`config.mk`:
```
export PLATFORM = sky130hd
export DESIGN_NAME = bbw_accum
export DESIGN_NICKNAME = d
export VERILOG_FILES = /design/src/hdl/box_blur_3x3_wrap_assert.svh /design/src/hdl/bbw_pkg.sv /design/src/hdl/bbw_accum.sv
export SDC_FILE = /design/constraint.sdc
export NUM_CORES = 1
export LEC_CHECK = 0
export BUFFER_PORTS_ARGS = -buffer_cell sky130_fd_sc_hd__buf_4
export CAP_MARGIN = 20
export CORE_MARGIN = 2
export CORE_UTILIZATION = 50
export CTS_BUF_LIST = sky130_fd_sc_hd__clkbuf_2 sky130_fd_sc_hd__clkbuf_4 sky130_fd_sc_hd__clkbuf_8
export DETAILED_ROUTE_END_ITERATION = 6
export GPL_TIMING_DRIVEN = 0
export PLACE_DENSITY = 0.75
export SETUP_SLACK_MARGIN = 0.15
export SKIP_CTS_REPAIR_TIMING = 1
export SYNTH_ARGS = -nofsm -noshare
export SYNTH_HDL_FRONTEND = slang
export SYNTH_SLANG_ARGS = --single-unit
export TNS_END_PERCENT = 30
```
`constraint.sdc`:
```
create_clock -name i_clk -period 15.7 [get_ports i_clk]
set_clock_uncertainty 0.05 [all_clocks]
set_input_delay 1.57 -clock i_clk [delete_from_list [all_inputs] [get_ports i_clk]]
set_output_delay 1.57 -clock i_clk [all_outputs]
set_load 0.02 [all_outputs]
```
`src/hdl/box_blur_3x3_wrap_assert.svh`:
```
// Assertion macros for the box blur block.
// Define NO_ASSERTIONS to compile the assertions out.
`ifndef BOX_BLUR_3X3_WRAP_ASSERT_SVH
`define BOX_BLUR_3X3_WRAP_ASSERT_SVH

`ifndef NO_ASSERTIONS

// The consequent must hold in the same cycle as the antecedent.
`define BBW_ASSERT_SAME(lbl, clk, rst_n, ante, cons) \
    lbl: assert property (@(posedge clk) disable iff (!rst_n) (ante) |-> (cons)) \
        else $error("box blur assertion failed");

// The consequent must hold in the cycle after the antecedent.
`define BBW_ASSERT_NEXT(lbl, clk, rst_n, ante, cons) \
    lbl: assert property (@(posedge clk) disable iff (!rst_n) (ante) |=> (cons)) \
        else $error("box blur assertion failed");

`else

`define BBW_ASSERT_SAME(lbl, clk, rst_n, ante, cons)
`define BBW_ASSERT_NEXT(lbl, clk, rst_n, ante, cons)

`endif

`endif

```
`src/hdl/bbw_pkg.sv`:
```
package bbw_pkg;

    // Frame geometry.
    localparam int MAX_WIDTH  = 64;
    localparam int MAX_HEIGHT = 64;
    localparam int ADDR_W     = $clog2(MAX_WIDTH * MAX_HEIGHT);
    localparam int COORD_W    = 6;
    localparam int SIZE_W     = 7;
    localparam int CHAN_W     = 8;

    // Neighbourhood sum and the reciprocal used to divide it.
    localparam int NEIGHBOURS = 9;
    localparam int SUM_W      = $clog2(NEIGHBOURS * 255 + 1);
    localparam int DIV_SHIFT  = 15;
    localparam int DIV_MULT   = ((1 << DIV_SHIFT) + NEIGHBOURS - 1) / NEIGHBOURS;
    localparam int PROD_W     = SUM_W + DIV_SHIFT;

    // Operation codes.
    localparam logic FUNC_LOAD = 1'b0;
    localparam logic FUNC_BLUR = 1'b1;

    // Configuration register indexes.
    localparam int CFG_IDX_W = 2;
    localparam logic [CFG_IDX_W-1:0] CFG_WIDTH  = 2'd0;
    localparam logic [CFG_IDX_W-1:0] CFG_HEIGHT = 2'd1;

    typedef struct packed {
        logic [CHAN_W-1:0] alpha;
        logic [CHAN_W-1:0] blue;
        logic [CHAN_W-1:0] green;
        logic [CHAN_W-1:0] red;
    } t_rgba;

    // Accumulator control from the sequencer.
    typedef struct packed {
        logic clear;
        logic add;
    } t_acc_ctrl;

    // Linear address of a pixel in the frame store.
    function automatic logic [ADDR_W-1:0] pix_addr(input logic [COORD_W-1:0] row,
                                                   input logic [COORD_W-1:0] col);
        return ADDR_W'(row) * ADDR_W'(MAX_WIDTH) + ADDR_W'(col);
    endfunction

    // Truncating divide by nine through a reciprocal multiply; exact for all sums.
    function automatic logic [CHAN_W-1:0] div9(input logic [SUM_W-1:0] s);
        logic [PROD_W-1:0] p;
        p = PROD_W'(s) * PROD_W'(DIV_MULT);
        return p[DIV_SHIFT +: CHAN_W];
    endfunction

endpackage

```
`src/hdl/bbw_accum.sv`:
```
module bbw_accum (
    input  logic               i_clk,
    input  bbw_pkg::t_acc_ctrl i_ctrl,
    input  bbw_pkg::t_rgba     i_pixel,
    output bbw_pkg::t_rgba     o_avg
);
    import bbw_pkg::*;

    logic [SUM_W-1:0] r_sum [4];
    logic [SUM_W-1:0] n_sum [4];
    logic [CHAN_W-1:0] chan [4];

    assign chan[0] = i_pixel.red;
    assign chan[1] = i_pixel.green;
    assign chan[2] = i_pixel.blue;
    assign chan[3] = i_pixel.alpha;

    // Per-channel running sums over the neighbourhood.
    always_comb begin
        for (int k = 0; k < 4; k++) begin
            if (i_ctrl.clear) begin
                n_sum[k] = '0;
            end else if (i_ctrl.add) begin
                n_sum[k] = r_sum[k] + SUM_W'(chan[k]);
            end else begin
                n_sum[k] = r_sum[k];
            end
        end
    end

    always_ff @(posedge i_clk) begin
        for (int k = 0; k < 4; k++) begin
            r_sum[k] <= n_sum[k];
        end
    end

    // Averages from the registered sums.
    assign o_avg.red   = div9(r_sum[0]);
    assign o_avg.green = div9(r_sum[1]);
    assign o_avg.blue  = div9(r_sum[2]);
    assign o_avg.alpha = div9(r_sum[3]);

endmodule

```
==> flow_metrics.py, run 1 <==
metrics = {
    "hold_path": {
        "hold_class": "reg -> reg",
        "min_path_cells": 2,
        "hp-start": "r_sum[2][2]",
    },
    "detailed_routing": {
        "dr_total_vias": 8662,
        "avgViaCountPerCell": 5.35,
        "final_antenna_net_count": 0,
        "first_iter_violations": 334,
        "dr.pass1.iters": 7,
        "drc": 0,
        "routed_wl_mm": 23.8,
        "wl_per_cell_um": 14.7,
    },
    "setup_path": {
        "cp_num_cells": 17,
        "slowest_stage": "dfxtp_1",
        "cp-startpoint": "r_sum[0][8]",
        "crit_top_cell": "inv_1",
        "path_buf_inv": 5,
        "startpoint_type": "register",
        "slowest_delay_ns": 0.61,
        "rrSetupSlack_ns": 12.92,
        "path_cells": "inv_1 -> fa_1 -> inv_1 -> ha_1 -> ha_1 -> fa_1 -> inv_1 -> fa_1 -> inv_1 -> ha_1 -> a2111oi_0 -> nand2_1 -> a211o_1 -> a41o_1 -> a21oi_1 -> xnor2_1 -> buf_4",
        "r2r-end": "r_sum[0][10]",
        "cp-end-kind": "output port",
        "worstPathRequired_ns": 14.08,
        "crit_fanout": 10,
        "endpoint": "o_avg[4]",
        "critical_path.top_delay_family": "adder cells",
        "crit_arrival_ns": 5.57,
        "r2r-start": "r_sum[0][0]",
        "criticalPathCategory": "reg -> out",
        "r2r_cells": 10,
    },
    "final_layout": {
        "regMostFlops": "r_sum",
        "n_antenna_cell": 0,
        "drive_above_1_share_pct": 6.74,
        "largest_reg_flops": 48,
        "fillCellCount": 1992,
        "layout.nets": 1796,
        "area_growth_pct": 8.11,
        "reg_top3": "r_sum (48)",
        "design_area_um2": 12300,
    },
    "clock_network": {
        "clk_latency_ns": 0.30,
        "root_buffer": "clkbuf_8",
        "cts_buffers": 5,
        "clk_pin_slew_ns": 0.10,
        "cts_buffer_depth": 2,
        "cts_tree": "built",
        "cts.sinks": 48,
        "cts_max_level": 2,
    },
    "logic_synthesis": {
        "async_flop_share_pct": 0,
        "synth_ff_type": "dfxtp_1",
        "syn_area_per_cell_um2": 9.04,
        "ys_ff_latch": 48,
        "synth_cells": 1263,
        "synth_edf_count": 0,
        "ys.warnings.count": 0,
        "syn_nets": 1724,
        "yosys.cell_types.count": 59,
        "syn_area_um2": 11400,
        "seq_area_frac_synth_pct": 8.41,
    },
    "placed_design": {
        "dpl_cell_area_um2": 12300,
        "gp_congestion": 0.886,
        "port-buffer-count": 65,
        "dp_hpwl_mm": 20.9,
    },
    "timing": {
        "max_freq_ghz": 0.139,
        "tightest_slew_ns": 0.908,
        "hold_violations": 0,
        "max_slew_margin_pct": 39.5,
        "setup_violations": 0,
        "fin_crit_ns": 7.19,
        "tns_ns": 0,
        "rsz0062_at_grt": "no",
        "maxSlewViolCount": 0,
        "fin_crit_sh_pct": 45.8,
    },
    "floorplan": {
        "core_region_area_um2": 22500,
        "start_util_pct": 50.8,
        "die-area_um2": 24100,
        "num_rows": 55,
        "dieWidth_um": 155,
        "die_h_um": 155,
        "ios": 67,
    },
    "global_routing": {
        "grt_pass1_vias": 8945,
        "grt_use_total_pct": 21.0,
        "grt.overflow.total": 0,
        "grt_max_degree": 14,
        "grt_antenna_before_repair": 0,
        "grt_pass1_wl_mm": 41.9,
    },
    "run": {
        "drv_cap": 0,
    },
    "pwr": {
        "vdd_drop_max_mv": 0.112,
        "p_per_area_nw_per_um2": 116,
        "cellLeakagePower_uw": 0.00718,
    },
    "run_status": {
        "outcome": "finished clean",
    },
}
cell families (layout without fill, tap and decap cells):
group / count (synthesis) / in the layout / synth area share (%)
AO/OA/AOI/OAI: 189 / 189 / 10.7
XOR/XNOR: 72 / 72 / 5.52
adder cells (fa/ha/maj): 426 / 426 / 54.6
buffers and inverters: 291 / 363 / 9.56
flip-flops: 48 / 48 / 8.41
multiplexers: 15 / 15 / 1.36
AND/OR/NAND/NOR: 222 / 222 / 9.89
cell usage after synthesis, drive strengths merged (5+ instances only):
master | number | share of area, %
o22ai | 6 | 0.33
o211ai | 5 | 0.33
o21ai | 36 | 1.6
nand2 | 31 | 1.0
a21oi | 54 | 2.4
o21a | 25 | 1.6
dfxtp | 48 | 8.4
nor3 | 26 | 1.1
a21o | 27 | 1.8
nand3 | 24 | 1.1
nand2b | 6 | 0.33
inv | 272 | 8.9
nor2b | 10 | 0.55
nor2 | 70 | 2.3
buf | 6 | 0.20
a211oi | 8 | 0.53
xor2 | 27 | 2.1
fa | 120 | 21
mux2i | 11 | 0.96
ha | 306 | 34
or3 | 6 | 0.33
xnor2 | 45 | 3.5
nand4 | 17 | 0.93
nor4b | 10 | 0.77
clkbuf | 13 | 0.43
worst min path at each step:
| stage | slack [ns] | endpoint |
|---|---|---|
| global route | 0.53 | r_sum[2][1] |
| detailed placement | 0.47 | r_sum[2][2] |
| CTS | 0.49 | r_sum[2][2] |
| finish | 0.49 | r_sum[2][2] |
| floorplan | 0.44 | r_sum[2][1] |
| global placement | 0.45 | r_sum[2][1] |
metrics by stage:
| step | hold WS, ns | utilization, % | std cells | setup WS [ns] | power, µW |
|---|---|---|---|---|---|
| global route | 0.532 | 54.9 | 1620 | 8.24 | 1640 |
| global placement | 0.453 | 54.5 | 1613 | 8.95 | 1330 |
| floorplan | 0.437 | - | 1263 | 9.33 | 1040 |
| finish | 0.486 | 54.9 | 1620 | 8.51 | 1440 |
| detailed placement | 0.469 | 54.5 | 1613 | 8.89 | 1370 |
| CTS | 0.492 | 54.9 | 1620 | 8.56 | 1450 |
area by class of cell:
class | instances | area (µm²) | share of cell area (%)
clock buffers | 6 | 76.3 | 0.618
inverters | 272 | 1020 | 8.27
multi-input cells | 924 | 9370 | 75.9
repair buffers | 65 | 488 | 3.95
flip-flops and latches | 48 | 961 | 7.78
clock inverters | 1 | 5.00 | 0.0405
well taps | 285 | 357 | 2.89
plain buffers | 19 | 71.3 | 0.578
placed cells by master, fill, tap and decap left out, types with 4 or more instances in the layout:
cell      netlist  layout
nor3b_1         4       4
nor3_1         26      26
dfxtp_1        48      48
nand4_1        17      17
mux2i_1        11      11
a21o_1         27      27
o22ai_1         6       6
xnor2_1        45      45
o21ai_0        35      35
clkbuf_1       13      13
o211ai_1        5       5
nor2b_1        10      10
xor2_1         27      27
a21oi_1        54      54
fa_1          120     120
nor2_1         70      70
mux2_2          4       4
nand2_1        31      31
nand3_1        24      24
clkbuf_8        0       5
nand2b_1        6       6
buf_1           6       6
a21boi_0        4       4
o21a_1         25      25
ha_1          306     306
a211oi_1        8       8
buf_4           0      65
inv_1         271     271
nor4b_1        10      10
or3_1           6       6
worst register-to-register path, delay by kind of cell, from the launching register on:
family,cells,cell delay [ns]
AOI/OAI and AO/OA,5,0.98
adders and majority gates,2,0.61
buffers and inverters,1,0.06
muxes,1,0.35
DFF,1,0.50
and+or+nand+nor,1,0.15
layer usage:
layer,share of wire (%),global-route usage (%),routed length (µm),vias to the layer above
met5,0,0,0,-
met3,2.7,1.87,641,25
li1,-,-,-,4359
met2,50,37.8,11800,113
met4,1.6,3.13,382,0
met1,46,28.1,11000,4165
where the power goes:
part	switching, µW	internal [µW]
logic	669	517
registers	39.0	137
clock network	44.4	32.3
total	752	685
No activity file was read; power rests on OpenSTA's default activity.
==> run 2: changes to the inputs <==
- PLACE_DENSITY: 0.75 -> 0.77
- clock period: 15.7 -> 5.8 ns (I/O delays scaled with it)
==> flow_metrics.py, run 2 (synthesized netlist as in run 1, its figures left out) <==
metrics = {
    "final_layout": {
        "regMostFlops": "r_sum",
        "fin_cells": 1666,
        "n_antenna_cell": 0,
        "multi_input_area_um2": 9750,
        "layout_common_cells": "287 x ha_1, 253 x inv_1, 117 x fa_1",
        "area_growth_pct": 16.0,
        "layout_commonest_cell": "ha_1",
        "regArea_um2": 1080,
        "largest_reg_flops": 48,
        "layout.nets": 1841,
        "drive_above_1_share_pct": 17.0,
        "design_area_um2": 13300,
        "reg_top3": "r_sum (48)",
        "fillCellCount": 1848,
    },
    "floorplan": {
        "die-area_um2": 24100,
        "die_h_um": 155,
        "ios": 67,
        "dieWidth_um": 155,
        "start_util_pct": 50.8,
        "core_region_area_um2": 22500,
        "num_rows": 55,
    },
    "pwr": {
        "cellLeakagePower_uw": 0.00747,
        "p_per_area_nw_per_um2": 338,
        "vdd_drop_max_mv": 0.374,
    },
    "clock_network": {
        "cts_buffer_depth": 2,
        "cts_tree": "built",
        "root_buffer": "clkbuf_8",
        "clk_latency_ns": 0.31,
        "cts.sinks": 48,
        "clk_pin_slew_ns": 0.09,
        "cts_buffers": 5,
        "cts_max_level": 2,
    },
    "global_routing": {
        "grt_pass1_wl_mm": 41.6,
        "grt_max_degree": 15,
        "grt_use_total_pct": 21.0,
        "grt.overflow.total": 0,
        "grt_antenna_before_repair": 0,
        "grt_pass1_vias": 8995,
    },
    "run_status": {
        "outcome": "finished clean",
    },
    "setup_path": {
        "crit_fanout": 5,
        "cp-startpoint": "r_sum[1][2]",
        "crit_arrival_ns": 4.92,
        "criticalPathCategory": "reg -> out",
        "cp-end-kind": "output port",
        "startpoint_type": "register",
        "r2r-start": "r_sum[0][0]",
        "rrSetupSlack_ns": 3.07,
        "endpoint": "o_avg[15]",
        "r2r_cells": 10,
        "worstPathRequired_ns": 5.17,
        "r2r-end": "r_sum[0][10]",
    },
    "timing": {
        "hold_violations": 0,
        "max_freq_ghz": 0.180,
        "max_slew_margin_pct": 37.7,
        "fin_crit_sh_pct": 95.8,
        "tightest_slew_ns": 0.935,
        "maxSlewViolCount": 0,
        "rsz0062_at_grt": "yes",
        "setup_violations": 0,
        "fin_crit_ns": 5.55,
        "worst_hold_slack_ns": 0.471,
    },
    "hold_path": {
        "min_path_cells": 2,
        "hold_class": "reg -> reg",
    },
    "detailed_routing": {
        "dr.pass1.iters": 5,
        "drc": 0,
        "wl_per_cell_um": 15.3,
        "avgViaCountPerCell": 5.38,
        "first_iter_violations": 331,
        "final_antenna_net_count": 0,
        "dr_total_vias": 8962,
        "routed_wl_mm": 25.5,
    },
    "run": {
        "drv_cap": 0,
    },
    "placed_design": {
        "dpl_cell_area_um2": 12300,
        "dp_hpwl_mm": 20.9,
        "port-buffer-count": 65,
        "gp_congestion": 0.908,
        "placed_cells_incl_taps": 1613,
    },
}
==> run 2: cell types whose count changed in the layout (fill, tap and decap cells not counted), sizes merged <==
cell,before,now
buf,71,116
bufinv,0,1
clkbuf,19,20
clkinv,1,0
==> run 2: final cells by class <==
class,instances,area share (%)
Buffer,19,0.538
Clock buffer,7,0.727
Clock inverter,1,0.227
Inverter,272,7.76
Multi-Input combinational cell,924,73.6
Sequential cell,48,8.15
Tap cell,285,2.69
Timing Repair Buffer,110,6.29
==> run 2: worst max-delay path, cell delays in order, from the launching register on <==
cell	delay, ns
dfxtp_4	0.38
fa_2	0.51
ha_4	0.29
inv_1	0.05
fa_1	0.50
inv_1	0.05
fa_1	0.50
inv_1	0.05
fa_1	0.49
inv_2	0.05
ha_4	0.27
nand3_2	0.09
nor3_1	0.22
a211oi_2	0.13
a31oi_2	0.27
a41oi_2	0.19
mux2i_1	0.15
a211o_1	0.29
buf_6	0.13
==> run 2: worst min path at each step <==
stage / from / to / slack (ns)
after floorplan: r_sum[2][1] / r_sum[2][1] / 0.44
after global placement: r_sum[2][1] / r_sum[2][1] / 0.45
after detailed placement: r_sum[2][2] / r_sum[2][2] / 0.47
after CTS: r_sum[3][1] / r_sum[3][1] / 0.49
after global routing: r_sum[1][4] / r_sum[1][4] / 0.49
final: r_sum[1][4] / r_sum[1][4] / 0.47
==> run 2: through the flow <==
step	worst slack, ns	setup TNS, ns	power [µW]	util [%]
3_3_place_gp	0.0486	0	3580	54.5
4_1_cts	-0.297	-2.27	4020	55.1
5_1_grt	0.0480	0	5040	58.9
6_report	0.246	0	4480	58.9
2_1_floorplan	0.421	0	2820	-
3_5_place_dp	0.0607	0	3710	54.5
==> run 2: report_power, final <==
group | total, µW | switching (µW) | internal [µW]
registers | 474 | 91.9 | 382
logic | 3730 | 2060 | 1670
clock network | 274 | 122 | 152
==> run 2: metal layers <==
metal	global-route usage (%)	vias up	routed length [µm]
li1	-	4449	-
met1	27.4	4333	10900
met2	37.7	147	13200
met3	2.14	33	877
met4	4.50	0	454
met5	0	-	0
==> run 3: changes to the inputs <==
- ABC_AREA: unset -> 1
- CAP_MARGIN: 20 -> unset
==> flow_metrics.py, run 3 <==
metrics = {
    "clock_network": {
        "cts_buffers": 5,
        "cts_buffer_depth": 2,
        "cts_max_level": 2,
        "clk_latency_ns": 0.31,
        "clk_pin_slew_ns": 0.10,
        "cts_tree": "built",
        "cts.sinks": 48,
        "root_buffer": "clkbuf_8",
    },
    "final_layout": {
        "layout.nets": 2223,
        "reg_top3": "r_sum (48)",
        "regMostFlops": "r_sum",
        "multi_input_area_um2": 10300,
        "regArea_um2": 961,
        "largest_reg_flops": 48,
        "area_growth_pct": 7.75,
        "layout_commonest_cell": "inv_1",
        "layout_common_cells": "373 x inv_1, 323 x nand2_1, 306 x ha_1",
        "drive_above_1_share_pct": 6.87,
        "fillCellCount": 2396,
        "design_area_um2": 13700,
        "n_antenna_cell": 0,
    },
    "placed_design": {
        "port-buffer-count": 65,
        "dp_hpwl_mm": 24.9,
        "dpl_cell_area_um2": 13600,
        "place_worst_setup_slack_ns": 0.700,
        "gp_congestion": 0.925,
    },
    "detailed_routing": {
        "drc": 0,
        "dr_total_vias": 10740,
        "wl_per_cell_um": 13.6,
        "dr.pass1.iters": 7,
        "final_antenna_net_count": 0,
        "routed_wl_mm": 28.4,
        "avgViaCountPerCell": 5.13,
        "first_iter_violations": 661,
    },
    "logic_synthesis": {
        "syn_area_per_cell_um2": 7.53,
        "yosysMostFrequentCell": "inv_1",
        "ys_ff_latch": 48,
        "synth_edf_count": 0,
        "synth_ff_type": "dfxtp_1",
        "synth_top_area_share_pct": 30.1,
        "synth_commonest_cells": "374 x inv_1, 323 x nand2_1, 306 x ha_1, 123 x a21oi_1, 120 x fa_1",
        "syn_nets": 2151,
        "async_flop_share_pct": 0,
        "yosys.cell_types.count": 39,
        "synth_cells": 1690,
        "ys.warnings.count": 0,
        "synthTopCellsByArea": "ha_1 30%, fa_1 19%, inv_1 11%",
        "yosys.area.top_type": "ha_1",
        "seq_area_frac_synth_pct": 7.55,
        "syn_area_um2": 12700,
    },
    "floorplan": {
        "start_util_pct": 50.7,
        "ios": 67,
        "die_h_um": 163,
        "die-area_um2": 26700,
        "core_region_area_um2": 25100,
        "dieWidth_um": 163,
        "num_rows": 58,
    },
    "timing": {
        "fin_crit_sh_pct": 93.1,
        "hold_violations": 0,
        "setup_violations": 0,
        "tns_ns": 0,
        "max_slew_margin_pct": 53.2,
        "tightest_slew_ns": 0.703,
        "maxSlewViolCount": 0,
        "rsz0062_at_grt": "yes",
        "fin_crit_ns": 5.40,
        "max_freq_ghz": 0.185,
        "worst_hold_slack_ns": 0.505,
        "layout_setup_ws_ns": 0.400,
    },
    "global_routing": {
        "grt_max_degree": 15,
        "grt_antenna_before_repair": 0,
        "grt_pass1_vias": 10846,
        "grt.overflow.total": 0,
        "grt_use_total_pct": 22.3,
        "grt_pass1_wl_mm": 49.4,
    },
    "hold_path": {
        "hold_class": "in -> reg",
    },
    "setup_path": {
        "criticalPathCategory": "reg -> out",
        "startpoint_type": "register",
        "crit_arrival_ns": 4.77,
        "worstPathRequired_ns": 5.17,
        "cp-end-kind": "output port",
        "crit_fanout": 8,
    },
    "run_status": {
        "outcome": "finished clean",
    },
    "pwr": {
        "vdd_drop_max_mv": 0.257,
        "cellLeakagePower_uw": 0.00843,
        "p_per_area_nw_per_um2": 303,
    },
    "run": {
        "drv_cap": 0,
    },
}
## run 3: changes by cell type in the layout (fill, tap and decap cells not counted), moves of 23 or more
| cell | delta |
|---|---|
| nor2_1 | +26 |
| dfxtp_1 | +39 |
| dfxtp_4 | -28 |
| nand2_1 | +293 |
| a21oi_1 | +74 |
| nand3_1 | +55 |
| o21ai_1 | +23 |
| buf_4 | -42 |
| xnor2_1 | -29 |
| inv_1 | +120 |
## run 3: cell families after synthesis
logic type / after synthesis / synth area share [%]
simple gates: 540 / 17.8
fa+ha+maj: 426 / 49.0
buf+inv: 394 / 11.7
compound gates: 233 / 10.5
xor+xnor: 49 / 3.37
flops: 48 / 7.55
## run 3: power by group
| part | switching [µW] | leakage [µW] | total [µW] | internal (µW) |
|---|---|---|---|---|
| clock network | 125 | 0.0000400 | 207 | 82.1 |
| logic | 2170 | 0.00800 | 3530 | 1350 |
| registers | 58.0 | 0.000396 | 416 | 358 |
| total | 2350 | 0.00843 | 4150 | 1790 |
## run 3: worst max-delay path, cell delays in order (launching register included)
cell and delay (ns):
dfxtp_1 0.57, fa_1 0.50, ha_1 0.32, inv_1 0.07, fa_1 0.53, inv_1 0.05, fa_1 0.50, inv_1 0.06
fa_1 0.54, inv_1 0.05, ha_1 0.33, nand2_1 0.14, inv_1 0.06, a21oi_1 0.18, nand2_1 0.08, nand2_1 0.11
nand3_1 0.08, nand3_1 0.07, nand2_1 0.05, buf_4 0.15
## run 3: through the flow
stage | instances | utilization [%] | power (µW)
2_1_floorplan | 1690 | - | 3040
3_3_place_gp | 2085 | 54.2 | 3850
3_5_place_dp | 2085 | 54.2 | 3940
4_1_cts | 2092 | 54.6 | 4170
5_1_grt | 2092 | 54.6 | 4730
6_report | 2092 | 54.6 | 4150
## run 3: area by class of cell
cell class | instances | area share, %
Clock inverter | 2 | 0.0913
Multi-Input combinational cell | 1248 | 74.9
Clock buffer | 5 | 0.502
Buffer | 13 | 0.447
Inverter | 381 | 10.4
Tap cell | 330 | 3.01
Timing Repair Buffer | 65 | 3.56
Sequential cell | 48 | 7.01
## run 3: per-layer routing
| metal | track usage [%] | vias to the layer above | share of wire [%] |
|---|---|---|---|
| met2 | 39.0 | 211 | 47 |
| li1 | - | 5502 | - |
| met3 | 1.65 | 33 | 3.6 |
| met1 | 30.6 | 4994 | 48 |
| met4 | 3.87 | 0 | 1.5 |
| met5 | 0 | - | 0 |
## run 3: final timing paths
path / to / slack, ns / from / cells after the start
max: o_avg[7] / 0.40 / r_sum[0][9] / 19
min: r_sum[3][4] / 0.51 / i_ctrl[1] / 4
max reg2reg: r_sum[0][8] / 3.64 / r_sum[0][0] / 9
min reg2reg: r_sum[2][1] / 0.54 / r_sum[2][1] / 2
